<file path="src/design/pisp_pkg.sv">
// ----------------------------------------------------------------------------
// pisp_pkg: shared types and constants of the prefixed integer string parser
// Holds the classified character beat, the parse phase encoding, the result
// snapshot and the character and base constants used by several modules.
// ----------------------------------------------------------------------------
package pisp_pkg;

  localparam int VALUE_W     = 64;
  localparam int BASE_W      = 6;
  localparam int CHAR_W      = 8;
  localparam int DIGIT_W     = 6;
  localparam int PFX_W       = 5;
  localparam int CONSUMED_W  = 10;
  localparam int QUEUE_DEPTH = 2;
  localparam int MAX_CHARS_DEFAULT = 1023;

  localparam logic [BASE_W-1:0] DEC_BASE = BASE_W'(10);
  localparam logic [PFX_W-1:0]  HEX_BASE = PFX_W'(16);
  localparam logic [PFX_W-1:0]  OCT_BASE = PFX_W'(8);
  localparam logic [PFX_W-1:0]  BIN_BASE = PFX_W'(2);
  localparam logic [PFX_W-1:0]  NO_PFX   = PFX_W'(0);

  localparam logic [CHAR_W-1:0] CH_PLUS  = 8'h2B;
  localparam logic [CHAR_W-1:0] CH_MINUS = 8'h2D;
  localparam logic [CHAR_W-1:0] CH_ZERO  = 8'h30;
  localparam logic [CHAR_W-1:0] CH_NINE  = 8'h39;
  localparam logic [CHAR_W-1:0] CH_UA    = 8'h41;
  localparam logic [CHAR_W-1:0] CH_UZ    = 8'h5A;
  localparam logic [CHAR_W-1:0] CH_LA    = 8'h61;
  localparam logic [CHAR_W-1:0] CH_LZ    = 8'h7A;
  localparam logic [CHAR_W-1:0] CH_LX    = 8'h78;
  localparam logic [CHAR_W-1:0] CH_LO    = 8'h6F;
  localparam logic [CHAR_W-1:0] CH_LB    = 8'h62;
  localparam logic [CHAR_W-1:0] CASE_BIT = 8'h20;

  typedef enum logic [2:0] {
    PH_START,
    PH_SIGNED,
    PH_ZERO,
    PH_DIGITS,
    PH_DONE
  } phase_t;

  // One character after classification.
  typedef struct packed {
    logic               last;
    logic               is_sign;
    logic               is_minus;
    logic               is_digit;
    logic [DIGIT_W-1:0] dval;
    logic [PFX_W-1:0]   pfx_base;
  } cls_t;

  // State of one finished string, handed to the result stage.
  typedef struct packed {
    logic [VALUE_W-1:0]    magnitude;
    logic                  negative;
    logic                  overflowed;
    logic [CONSUMED_W-1:0] consumed;
  } snap_t;

endpackage

</file>
<file path="src/design/pisp_front.sv">
// ----------------------------------------------------------------------------
// pisp_front: character classifier
// Decodes each incoming byte into sign, digit value and prefix letter and
// pushes the classified beat into the queue.
// ----------------------------------------------------------------------------
module pisp_front import pisp_pkg::*; (
  input  logic              in_valid,
  output logic              in_stall,
  input  logic [CHAR_W-1:0] in_character,
  input  logic              in_last,
  input  logic              q_full,
  output logic              q_push,
  output cls_t              q_wdata
);

  logic [CHAR_W-1:0] lower;

  assign lower = ((in_character >= CH_UA) && (in_character <= CH_UZ)) ?
                 (in_character | CASE_BIT) : in_character;

  always_comb begin
    q_wdata          = '0;
    q_wdata.last     = in_last;
    q_wdata.is_sign  = (in_character == CH_PLUS) || (in_character == CH_MINUS);
    q_wdata.is_minus = (in_character == CH_MINUS);
    if ((in_character >= CH_ZERO) && (in_character <= CH_NINE)) begin
      q_wdata.is_digit = 1'b1;
      q_wdata.dval     = DIGIT_W'(in_character - CH_ZERO);
    end else if ((lower >= CH_LA) && (lower <= CH_LZ)) begin
      q_wdata.is_digit = 1'b1;
      q_wdata.dval     = DIGIT_W'(lower - CH_LA) + DIGIT_W'(10);
    end
    if (lower == CH_LX) begin
      q_wdata.pfx_base = HEX_BASE;
    end else if (lower == CH_LO) begin
      q_wdata.pfx_base = OCT_BASE;
    end else if (lower == CH_LB) begin
      q_wdata.pfx_base = BIN_BASE;
    end else begin
      q_wdata.pfx_base = NO_PFX;
    end
  end

  assign in_stall = q_full;
  assign q_push   = in_valid && !q_full;

endmodule

</file>
<file path="src/design/pisp_fifo.sv">
// ----------------------------------------------------------------------------
// pisp_fifo: short queue between classifier and parser
// A small show-ahead queue of classified beats.
// ----------------------------------------------------------------------------
module pisp_fifo import pisp_pkg::*; (
  input  logic clk,
  input  logic rst_n,
  input  logic push,
  input  cls_t wdata,
  input  logic pop,
  output cls_t rdata,
  output logic full,
  output logic empty
);

  localparam int PTR_W = (QUEUE_DEPTH > 1) ? $clog2(QUEUE_DEPTH) : 1;
  localparam int CNT_W = $clog2(QUEUE_DEPTH + 1);

  cls_t             mem_r [QUEUE_DEPTH];
  logic [PTR_W-1:0] wr_ptr_r, wr_ptr_nxt;
  logic [PTR_W-1:0] rd_ptr_r, rd_ptr_nxt;
  logic [CNT_W-1:0] count_r, count_nxt;

  assign full  = (count_r == CNT_W'(QUEUE_DEPTH));
  assign empty = (count_r == '0);
  assign rdata = mem_r[rd_ptr_r];

  always_comb begin
    wr_ptr_nxt = wr_ptr_r;
    rd_ptr_nxt = rd_ptr_r;
    count_nxt  = count_r;
    if (push) begin
      wr_ptr_nxt = (wr_ptr_r == PTR_W'(QUEUE_DEPTH - 1)) ? '0 : wr_ptr_r + 1'b1;
    end
    if (pop) begin
      rd_ptr_nxt = (rd_ptr_r == PTR_W'(QUEUE_DEPTH - 1)) ? '0 : rd_ptr_r + 1'b1;
    end
    if (push && !pop) begin
      count_nxt = count_r + 1'b1;
    end else if (pop && !push) begin
      count_nxt = count_r - 1'b1;
    end
  end

  always_ff @(posedge clk) begin
    if (!rst_n) begin
      wr_ptr_r <= '0;
      rd_ptr_r <= '0;
      count_r  <= '0;
    end else begin
      wr_ptr_r <= wr_ptr_nxt;
      rd_ptr_r <= rd_ptr_nxt;
      count_r  <= count_nxt;
    end
  end

  always_ff @(posedge clk) begin
    if (push) begin
      mem_r[wr_ptr_r] <= wdata;
    end
  end

endmodule

</file>
<file path="src/design/pisp_back.sv">
// ----------------------------------------------------------------------------
// pisp_back: parse state machine and accumulator
// Takes one queued beat a cycle (a last beat waits for the result stage),
// tracks sign, prefix and base, accumulates the magnitude by one multiply-add.
// ----------------------------------------------------------------------------
module pisp_back import pisp_pkg::*; #(
  parameter int MAX_CHARS = MAX_CHARS_DEFAULT
) (
  input  logic              clk,
  input  logic              rst_n,
  input  logic [BASE_W-1:0] cfg_base,
  input  cls_t              q_rdata,
  input  logic              q_empty,
  output logic              q_pop,
  input  logic              snap_ready,
  output logic              snap_load,
  output snap_t             snap_data
);

  localparam int CNT_W = ($clog2(MAX_CHARS + 1) > CONSUMED_W) ?
                         $clog2(MAX_CHARS + 1) : CONSUMED_W;
  localparam int PROD_W = VALUE_W + BASE_W;

  phase_t             phase_r, phase_nxt;
  logic               negative_r, negative_nxt;
  logic [BASE_W-1:0]  active_base_r, active_base_nxt;
  logic [VALUE_W-1:0] magnitude_r, magnitude_nxt;
  logic               overflowed_r, overflowed_nxt;
  logic [CNT_W-1:0]   count_r, count_nxt;

  logic [BASE_W-1:0]  base_cur;
  logic [BASE_W-1:0]  base_eff;
  logic               digit_ok;
  logic               zero_ch;
  logic               pfx_hit;
  logic [PROD_W-1:0]  product;
  logic               take;
  logic               count_one;

  assign q_pop     = !q_empty && (!q_rdata.last || snap_ready);
  assign snap_load = q_pop && q_rdata.last;

  // The base is sampled from the register on the first character.
  assign base_cur = (phase_r == PH_START) ? cfg_base : active_base_r;
  assign base_eff = (base_cur == '0) ? DEC_BASE : base_cur;
  assign digit_ok = q_rdata.is_digit && (q_rdata.dval < base_eff);
  assign zero_ch  = q_rdata.is_digit && (q_rdata.dval == '0);
  assign pfx_hit  = (q_rdata.pfx_base != NO_PFX) &&
                    ((base_cur == '0) || (base_cur == BASE_W'(q_rdata.pfx_base)));
  assign product  = (PROD_W'(magnitude_r) * PROD_W'(base_eff)) + PROD_W'(q_rdata.dval);

  // Next phase, plus which path of the parse this beat takes.
  always_comb begin
    phase_nxt = phase_r;
    take      = 1'b0;
    count_one = 1'b0;
    unique case (phase_r)
      PH_START: begin
        if (q_rdata.is_sign) begin
          phase_nxt = PH_SIGNED;
          count_one = 1'b1;
        end else if (zero_ch) begin
          phase_nxt = PH_ZERO;
          count_one = 1'b1;
        end else begin
          take = 1'b1;
        end
      end
      PH_SIGNED: begin
        if (zero_ch) begin
          phase_nxt = PH_ZERO;
          count_one = 1'b1;
        end else begin
          take = 1'b1;
        end
      end
      PH_ZERO: begin
        if (pfx_hit) begin
          phase_nxt = PH_DIGITS;
          count_one = 1'b1;
        end else begin
          take = 1'b1;
        end
      end
      PH_DIGITS: take = 1'b1;
      PH_DONE:   phase_nxt = PH_DONE;
      default:   phase_nxt = PH_DONE;
    endcase
    if (take) begin
      phase_nxt = digit_ok ? PH_DIGITS : PH_DONE;
      count_one = digit_ok;
    end
  end

  // Datapath updates for the beat.
  always_comb begin
    negative_nxt    = negative_r;
    active_base_nxt = base_cur;
    magnitude_nxt   = magnitude_r;
    overflowed_nxt  = overflowed_r;
    count_nxt       = count_r;
    if ((phase_r == PH_START) && q_rdata.is_sign) begin
      negative_nxt = q_rdata.is_minus;
    end
    if ((phase_r == PH_ZERO) && pfx_hit) begin
      active_base_nxt = BASE_W'(q_rdata.pfx_base);
    end else if (take && (base_cur == '0)) begin
      active_base_nxt = DEC_BASE;
    end
    if (take && digit_ok && !overflowed_r) begin
      if (product[PROD_W-1:VALUE_W] != '0) begin
        overflowed_nxt = 1'b1;
      end else begin
        magnitude_nxt = product[VALUE_W-1:0];
      end
    end
    if (count_one && (count_r < CNT_W'(MAX_CHARS))) begin
      count_nxt = count_r + 1'b1;
    end
  end

  always_comb begin
    snap_data.magnitude  = magnitude_nxt;
    snap_data.negative   = negative_nxt;
    snap_data.overflowed = overflowed_nxt;
    snap_data.consumed   = count_nxt[CONSUMED_W-1:0];
  end

  always_ff @(posedge clk) begin
    if (!rst_n) begin
      phase_r       <= PH_START;
      negative_r    <= 1'b0;
      active_base_r <= '0;
      magnitude_r   <= '0;
      overflowed_r  <= 1'b0;
      count_r       <= '0;
    end else if (q_pop) begin
      if (q_rdata.last) begin
        phase_r       <= PH_START;
        negative_r    <= 1'b0;
        active_base_r <= '0;
        magnitude_r   <= '0;
        overflowed_r  <= 1'b0;
        count_r       <= '0;
      end else begin
        phase_r       <= phase_nxt;
        negative_r    <= negative_nxt;
        active_base_r <= active_base_nxt;
        magnitude_r   <= magnitude_nxt;
        overflowed_r  <= overflowed_nxt;
        count_r       <= count_nxt;
      end
    end
  end

endmodule

</file>
<file path="src/design/pisp_result.sv">
// ----------------------------------------------------------------------------
// pisp_result: signed range check and output register
// Holds a finished string's state, applies sign and saturation, and
// presents the result beat from its own register.
// ----------------------------------------------------------------------------
module pisp_result import pisp_pkg::*; (
  input  logic                      clk,
  input  logic                      rst_n,
  input  logic                      snap_load,
  input  snap_t                     snap_data,
  output logic                      snap_ready,
  output logic                      out_valid,
  input  logic                      out_stall,
  output logic signed [VALUE_W-1:0] out_value,
  output logic                      out_range_error,
  output logic [CONSUMED_W-1:0]     out_consumed
);

  localparam logic [VALUE_W-1:0] TOP     = {1'b1, {(VALUE_W-1){1'b0}}};
  localparam logic [VALUE_W-1:0] POS_MAX = {1'b0, {(VALUE_W-1){1'b1}}};

  snap_t                 snap_r;
  logic                  snap_valid_r;
  logic                  out_valid_r;
  logic [VALUE_W-1:0]    value_r, value_nxt;
  logic                  err_r, err_nxt;
  logic [CONSUMED_W-1:0] consumed_r;
  logic                  out_free;
  logic                  move;

  assign out_free   = !out_valid_r || !out_stall;
  assign move       = snap_valid_r && out_free;
  assign snap_ready = !snap_valid_r || out_free;

  always_comb begin
    err_nxt   = snap_r.overflowed;
    value_nxt = snap_r.magnitude;
    if (snap_r.overflowed) begin
      value_nxt = snap_r.negative ? TOP : POS_MAX;
    end else if (snap_r.negative) begin
      if (snap_r.magnitude > TOP) begin
        err_nxt   = 1'b1;
        value_nxt = TOP;
      end else begin
        value_nxt = '0 - snap_r.magnitude;
      end
    end else if (snap_r.magnitude[VALUE_W-1]) begin
      err_nxt   = 1'b1;
      value_nxt = POS_MAX;
    end
  end

  always_ff @(posedge clk) begin
    if (!rst_n) begin
      snap_valid_r <= 1'b0;
      out_valid_r  <= 1'b0;
    end else begin
      if (snap_load) begin
        snap_valid_r <= 1'b1;
      end else if (move) begin
        snap_valid_r <= 1'b0;
      end
      if (move) begin
        out_valid_r <= 1'b1;
      end else if (!out_stall) begin
        out_valid_r <= 1'b0;
      end
    end
  end

  always_ff @(posedge clk) begin
    if (snap_load) begin
      snap_r <= snap_data;
    end
    if (move) begin
      value_r    <= value_nxt;
      err_r      <= err_nxt;
      consumed_r <= snap_r.consumed;
    end
  end

  assign out_valid       = out_valid_r;
  assign out_value       = value_r;
  assign out_range_error = err_r;
  assign out_consumed    = consumed_r;

endmodule

</file>
<file path="src/design/prefixed_integer_string_parser.sv">
// ----------------------------------------------------------------------------
// prefixed_integer_string_parser: streaming signed integer parser
// Parses one string, a character a beat, into a saturated signed 64-bit
// value with a range error flag and a count of consumed characters.
// ----------------------------------------------------------------------------
// Usage. Characters arrive on the input channel (in_valid, in_stall,
// in_character, in_last), one beat per character, and in_last marks the
// final character of a string. Each string gives exactly one result beat on
// the output channel (out_valid, out_stall, out_value, out_range_error,
// out_consumed) when its last character has been taken.
// The radix is written on the configuration channel (cfg_valid, cfg_ready,
// cfg_number_base); zero selects detection from a 0x, 0o or 0b prefix. It
// is sampled on the first character of each string. The user is to write it
// only while the block is idle; the block does not enforce it. cfg_ready is
// always high. Throughput is one character per cycle while in_stall is low,
// set by the single 64 by 6 bit multiply-add in the parser that updates the
// magnitude. Once its last character is accepted, the result of a string
// passes from the queue through the parser into the range-check stage, and
// from there through the range check into the output register.
// Reset clears the parse state, the queue, the pipeline and the radix
// (back to zero). When the receiver stalls, the result holds in the output
// register and a second one waits in the range-check stage; further
// characters fill the two-entry queue before in_stall is raised.
// ----------------------------------------------------------------------------
module prefixed_integer_string_parser import pisp_pkg::*; #(
  parameter int MAX_CHARS = MAX_CHARS_DEFAULT
) (
  input  logic                      clk,
  input  logic                      rst_n,
  // configuration channel
  input  logic                      cfg_valid,
  output logic                      cfg_ready,
  input  logic [BASE_W-1:0]         cfg_number_base,
  // input channel, one character per beat
  input  logic                      in_valid,
  output logic                      in_stall,
  input  logic [CHAR_W-1:0]         in_character,
  input  logic                      in_last,
  // result channel, one beat per string
  output logic                      out_valid,
  input  logic                      out_stall,
  output logic signed [VALUE_W-1:0] out_value,
  output logic                      out_range_error,
  output logic [CONSUMED_W-1:0]     out_consumed
);

  logic [BASE_W-1:0] number_base_r;
  logic              q_full;
  logic              q_empty;
  logic              q_push;
  logic              q_pop;
  cls_t              q_wdata;
  cls_t              q_rdata;
  logic              snap_ready;
  logic              snap_load;
  snap_t             snap_data;

  // The radix register takes every write; it has a single address.
  assign cfg_ready = 1'b1;

  always_ff @(posedge clk) begin
    if (!rst_n) begin
      number_base_r <= '0;
    end else if (cfg_valid && cfg_ready) begin
      number_base_r <= cfg_number_base;
    end
  end

  // Front end: classify each character and queue it.
  pisp_front u_front (
    .in_valid     (in_valid),
    .in_stall     (in_stall),
    .in_character (in_character),
    .in_last      (in_last),
    .q_full       (q_full),
    .q_push       (q_push),
    .q_wdata      (q_wdata)
  );

  // The queue lets the front keep accepting while the back waits on the
  // result stage.
  pisp_fifo u_fifo (
    .clk   (clk),
    .rst_n (rst_n),
    .push  (q_push),
    .wdata (q_wdata),
    .pop   (q_pop),
    .rdata (q_rdata),
    .full  (q_full),
    .empty (q_empty)
  );

  // Back end: sign, prefix, base and the digit accumulator. Only a last
  // character waits for room in the result stage.
  pisp_back #(
    .MAX_CHARS (MAX_CHARS)
  ) u_back (
    .clk        (clk),
    .rst_n      (rst_n),
    .cfg_base   (number_base_r),
    .q_rdata    (q_rdata),
    .q_empty    (q_empty),
    .q_pop      (q_pop),
    .snap_ready (snap_ready),
    .snap_load  (snap_load),
    .snap_data  (snap_data)
  );

  // Range check, saturation and the output register.
  pisp_result u_result (
    .clk             (clk),
    .rst_n           (rst_n),
    .snap_load       (snap_load),
    .snap_data       (snap_data),
    .snap_ready      (snap_ready),
    .out_valid       (out_valid),
    .out_stall       (out_stall),
    .out_value       (out_value),
    .out_range_error (out_range_error),
    .out_consumed    (out_consumed)
  );

endmodule
</file>
<file path="config.mk">
export PLATFORM = sky130hd
export DESIGN_NAME = prefixed_integer_string_parser
export DESIGN_NICKNAME = d
export VERILOG_FILES = /design/src/design/pisp_pkg.sv /design/src/design/pisp_front.sv /design/src/design/pisp_fifo.sv /design/src/design/pisp_back.sv /design/src/design/pisp_result.sv /design/src/design/prefixed_integer_string_parser.sv
export SDC_FILE = /design/constraint.sdc
export NUM_CORES = 1
export LEC_CHECK = 0
export BUFFER_PORTS_ARGS = -buffer_cell sky130_fd_sc_hd__clkbuf_2
export CELL_PAD_IN_SITES_DETAIL_PLACEMENT = 1
export CELL_PAD_IN_SITES_GLOBAL_PLACEMENT = 2
export CORE_MARGIN = 3
export CORE_UTILIZATION = 44
export CTS_CLUSTER_DIAMETER = 100
export CTS_CLUSTER_SIZE = 40
export DETAILED_ROUTE_END_ITERATION = 6
export GPL_TIMING_DRIVEN = 0
export PLACE_DENSITY = 0.91
export SLEW_MARGIN = 25
export SYNTH_ARGS = -nofsm -noshare
export SYNTH_HDL_FRONTEND = slang
export SYNTH_SLANG_ARGS = --single-unit
</file>
<file path="constraint.sdc">
create_clock -name clk -period 17 [get_ports clk]
set_input_delay 0.85 -clock clk [delete_from_list [all_inputs] [get_ports clk]]
set_output_delay 0.85 -clock clk [all_outputs]
set_load 0.01 [all_outputs]
</file>
[Word level (Yosys, flattened, before mapping)]
Memories as Yosys holds them, arrays and structs flattened. A register that Yosys moved wholly into a read port is not among the register bits.
Index checks and enable logic that the tools add are counted.
Operators by class
  add/sub/neg operators: 10
  multiply operators: 1
  order comparisons: 9
  equality and inequality tests: 13
  mux-type cells: 57
  reduce and logical (&&, ||, !) cells: 41
Operator list (count)
  2-to-1 mux 64 bit: 7
  adder 70 x 6 -> 70 bit: 1
  multiplier 64 x 6 -> 70 bit: 1
  greater-than comparator 64 bit (second input constant): 1
  subtractor 1 x 64 -> 64 bit (first input constant): 1
  2-to-1 mux 63 bit: 1
  2-to-1 mux 6 bit: 6
  2-to-1 mux 1 bit: 25
  equality test 8 x 7 -> 1 bit (second input constant): 3
  2-to-1 mux 10 bit: 2
  logical AND 1 bit: 18
  2-to-1 mux 3 bit: 6
  equality test 8 x 6 -> 1 bit (second input constant): 2
  >= comparator 8 x 7 -> 1 bit (second input constant): 2
  <= comparator 8 x 7 -> 1 bit (second input constant): 2
  2-to-1 mux 7 bit: 2
  logical NOT 6 bit: 2
  case mux 3 bit (4 select lines): 1
  subtractor 6 bit (second input constant): 2
  adder 10 x 1 -> 10 bit (second input constant): 1
  less-than comparator 10 bit (second input constant): 1
  2-to-1 mux 5 bit: 2
  logical NOT 1 bit: 9
  >= comparator 8 x 6 -> 1 bit (second input constant): 1
  23 further kinds: 32
Storage, ports and cells
  register bits: 248
  bits in writable memories: 30
  input port bits: 20
  output and inout bits: 78
  word-level logic and storage cells: 151
  memories kept: 1
Memories
  u_fifo.mem_r: depth 2, bits a word 15, read ports 1, clocked after memory_dff 1, write ports 1, line pisp_fifo.sv:19  | cls_t mem_r [QUEUE_DEPTH];

[Depth between registers and ports, before layout]
  word-level depth: 11
  mapped depth: 30
  gate-level depth less buffers: 25

[By module]
A second synthesis with hierarchy kept.
Unflattened totals
  cells, all modules: 2901
  area total of the unflattened synthesis: 27910.5 um2
Modules (own cells, without submodules)
  pisp_back: instances 1, cells an instance 2205, area an instance 18803.0 um2, seq. area each 1701.6 um2
  pisp_result: instances 1, cells an instance 523, area an instance 6990.5 um2, seq. area each 4574.4 um2
  pisp_fifo: instances 1, cells an instance 69, area an instance 1301.2 um2, seq. area each 1001.0 um2
  pisp_front: instances 1, cells an instance 83, area an instance 575.6 um2, seq. area each 0.0 um2
  prefixed_integer_string_parser: instances 1, cells an instance 21, area an instance 240.2 um2, seq. area each 120.1 um2

[Least setup slack after synthesis]
Ideal clock, no wire load.
  path kind: reg-to-reg
  start point: reg u_back.phase_r[2]
  end point: reg u_result.snap_r[16] (netlist name) (data pin)
  library setup time: 0.268 ns
  data arrival time: 7.115 ns
  data required time: 16.732 ns
  setup slack: 9.617 ns
  cell stages (with the launch flop): 30
  buffers on the path: 6
  period minus slack after synthesis: 7.383 ns
  cells stage by stage: dfxtp_1 -> buf_2 -> o31a_1 -> a2111oi_0 -> nand4_1 -> nor2b_1 -> clkbuf_1 -> clkbuf_1 -> nand2b_1 -> fa_1 -> fa_1 -> inv_1 -> fa_1 -> inv_1 -> fa_1 -> inv_1 -> ha_1 -> a21o_1 -> a21oi_1 -> a2111oi_0 -> a221o_1 -> o211a_1 -> or4_1 -> a22oi_1 -> nand4_1 -> buf_2 -> buf_2 -> buf_2 -> nand2_1 -> o21ai_0
RTL lines
  from (decl): line pisp_back.sv:24  | phase_t phase_r, phase_nxt;
  from (signal assigned): line pisp_back.sv:146  | phase_r <= phase_nxt;
  to (signal assigned): line pisp_result.sv:73  | snap_r <= snap_data;
  to (decl): line pisp_result.sv:22  | snap_t snap_r;

==> run_results.csv <==
group,metric,value,unit
outcome,status,"completed",
clock_tree,cts_made_buffers,17,
sta,max_freq,87.5,MHz
pwr,power.leakage,12.5,nW
critical_path,worstSetupStartpointType,"register",
detailed_routing,postRouteWirelength,89900,um
clock_tree,cts.sinks,275,
critical_path,cp.required,17.27,ns
sta,final_max_slew_viol_count,0,
clock_tree,cts_setup_buffers,0,
floorplan,ios,98,
detailed_routing,wl_per_cell,23.2,um
synthesis,yosysTopAreaCell,"edfxtp_1",
global_routing,grt_pass1_vias,24500,
clock_tree,clock_path_buffers,3,
detailed_routing,postRouteAntennaNets,0,
sta,post-route-period-util,67.2,%
synthesis,ys_async_sr_fraction,0,%
synthesis,yosysTopAreaCellShare,19.7,%
floorplan,die_w,254,um
global_routing,grt_pass1_wl,141000,um
detailed_routing,drt-met1-wl,37500,um
floorplan,die_h,254,um
floorplan,start_util,44.6,%
detailed_routing,drtPass1Iterations,5,
final_layout,drive_gt1_share,6.94,%
synthesis,seq_area_frac_synth,26.9,%
floorplan,fp-row-count,90,
detailed_routing,dr_total_vias,23000,
critical_path,path_buf_inv,8,
synthesis,synth-edff-count,177,
final_layout,final_nets,3523,
synthesis,yosys_warnings,0,
pwr,power_density,79.7,nW/um2
detailed_routing,via_per_inst,5.93,
clock_tree,htree_levels,1,
sta,fin_worst_skew,0.0485,ns
global_routing,grt_max_degree,66,
critical_path,arrival,11.70,ns
critical_path,path_max_fanout,10,
flow_run,maxCapViolCount,0,
critical_path,cp_top_family,"buffers and inverters",
detailed_routing,top_layer_used,"met5",
final_layout,post-route-util,48.4,%
critical_path,cp-end-kind,"register",
detailed_routing,drc_errors,0,
sta,rsz0062_at_grt,"false",
detailed_routing,drtIter0Drc,1368,
global_routing,grt_overflow,0,
clock_tree,hold_buffers,0,
clock_tree,cts_resized,0,
clock_tree,tritoncts,"done",
synthesis,syn-num-nets,3405,
final_layout,syn_to_final_growth,8.57,%
global_routing,track_usage,28.2,%
critical_path,cpPeakStageDelay,0.85,ns
floorplan,core_area,60600,um2
detailed_routing,wl_met2,43100,um
detailed_routing,wl_met3,5910,um
sta,worst_pin_slew,1.10,ns
synthesis,synth-seq-cells,275,
clock_tree,clk_latency,0.58,ns
placement,gp_congestion,0.944,
sta,finalWorstSetupSlack,5.57,ns
critical_path,crit_top_cell,"clkbuf_1",
synthesis,avgSynthCellArea,9.10,um2
synthesis,synth_area,27000,um2
synthesis,synth_area_leaders,"edfxtp_1 20%, fa_1 19%, ha_1 7.6%",
sta,setup_viol,0,
synthesis,ys.flop_type,"edfxtp_1",
global_routing,antenna_found_initial,5,
sta,fin_crit,11.43,ns
placement,dp_hpwl,73300,um
final_layout,nFillCells,7067,
critical_path,crit_type,"reg2reg",
pwr,vdd_drop_max,0.0767,mV
sta,fin_setup_tns,0,ns
synthesis,synth_cells,2969,
placement,port_buffers,95,
critical_path,critPathSlowestCell,"nand4_1",
min_path,hold_path_class,"reg2reg",
floorplan,dieArea,64400,um2
clock_tree,path_clk_slew,0.13,ns
sta,finalHoldViolCount,0,
placement,post-place-ws,5.92,ns
clock_tree,cts_root_buf,"clkbuf_16",
synthesis,yosysUniqueCellTypes,79,
sta,slew_headroom,26.6,%
-- layer usage --
| metal | GRT usage (%) | vias up |
|---|---|---|
| li1 | - | 10600 |
| met1 | 36.2 | 11600 |
| met2 | 47.7 | 630 |
| met3 | 4.91 | 165 |
| met4 | 10.6 | 4 |
| met5 | 0 | - |
-- power breakdown --
part / switching [mW] / internal, mW / total, mW
logic: 0.657 / 0.232 / 0.889
clock network: 0.296 / 0.217 / 0.513
registers: 0.0757 / 0.860 / 0.936
-- cells in the mapped netlist (all sizes together), types with 13 or more instances --
master and number:
nor2b 89, buf 43, a311oi 45, nand4 38
xor2 31, nand3 176, and4 13, and2 280
fa 252, nor2 141, nor3 48, or3 77
o21ai 138, o21bai 21, a21o 26, edfxtp 177
o31ai 15, clkbuf 151, ha 164, and3 14
a31oi 17, nand2b 17, inv 117, nor4 23
dfxtp 98, mux2i 23, xnor2 45, o22ai 20
nand2 343, a21oi 162
-- area by class of cell --
class,count,area (um2),area share [%]
Antenna cell,3,7.51,0.0256
Buffer,194,795,2.71
Clock buffer,17,425,1.45
Clock inverter,13,285,0.973
Inverter,117,442,1.51
Multi-Input combinational cell,2383,18500,63.2
Sequential cell,275,7280,24.8
Tap cell,782,978,3.34
Timing Repair Buffer,99,586,2.00
-- sequential cells by signal, indices dropped and copies added, names as in the netlist, 2 cells and up, named ones only --
signal                 flops
u_result.snap_r           76
u_back.magnitude_r        64
u_result.out_value        64
u_fifo.mem_r              26
u_back.count_r            10
u_result.out_consumed     10
number_base_r              6
u_back.active_base_r       6
u_back.phase_r             3
u_fifo.count_r             2
-- logic make-up (layout without fill, tap and decap cells) --
family | count (synthesis) | after routing | synth area share (%)
AO/OA/AOI/OAI | 552 | 552 | 13.1
multiplexers | 35 | 35 | 1.35
AND/OR/NAND/NOR | 1303 | 1303 | 25.3
buffers and inverters | 311 | 440 | 4.54
adder cells (fa/ha/maj) | 416 | 416 | 26.3
XOR/XNOR | 76 | 76 | 2.47
flip-flops | 275 | 275 | 26.9
other | 1 | 4 | 0.0139
-- final timing paths --
path,from,endpoint,slack [ns],depth (start not counted)
min reg2reg,u_result.snap_r[9],u_result.out_consumed[9],0.40,0
max reg2reg,u_back.phase_r[2],u_result.snap_r[17],5.57,26
min,u_result.snap_r[9],u_result.out_consumed[9],0.40,0
max,u_back.phase_r[2],u_result.snap_r[17],5.57,26
-- cells in the final DEF, fill, tap and decap left out, types with 13 or more instances in the layout --
master	instances
nand2b_1	17
nor4_1	20
nor3_1	47
and2_1	280
buf_1	14
xor2_1	31
dfxtp_1	98
nand4_1	37
a31oi_1	17
nor2b_1	89
nor2_1	139
clkbuf_1	143
o21ai_0	136
nand3_1	176
edfxtp_1	177
o21bai_1	21
a21o_1	26
a311oi_1	35
fa_1	252
nand2_1	343
buf_2	24
xnor2_1	45
or3_1	76
clkbuf_2	103
clkbuf_16	17
o31ai_1	15
mux2i_1	23
a21oi_1	162
and4_1	13
o22ai_1	20
inv_1	116
and3_1	14
ha_1	164
-- per-stage QoR --
step / power, mW / hold slack (ns) / cells / cell area, um2
global placement: 1.79 / 0.403 / 3846 / 28500
finish: 2.34 / 0.400 / 3883 / 29300
floorplan: 1.45 / 0.400 / 2969 / 27000
detailed placement: 1.83 / 0.406 / 3850 / 28600
CTS: 2.35 / 0.400 / 3880 / 29300
global route: 2.46 / 0.399 / 3880 / 29300
No activity file was read; power rests on OpenSTA's default activity.
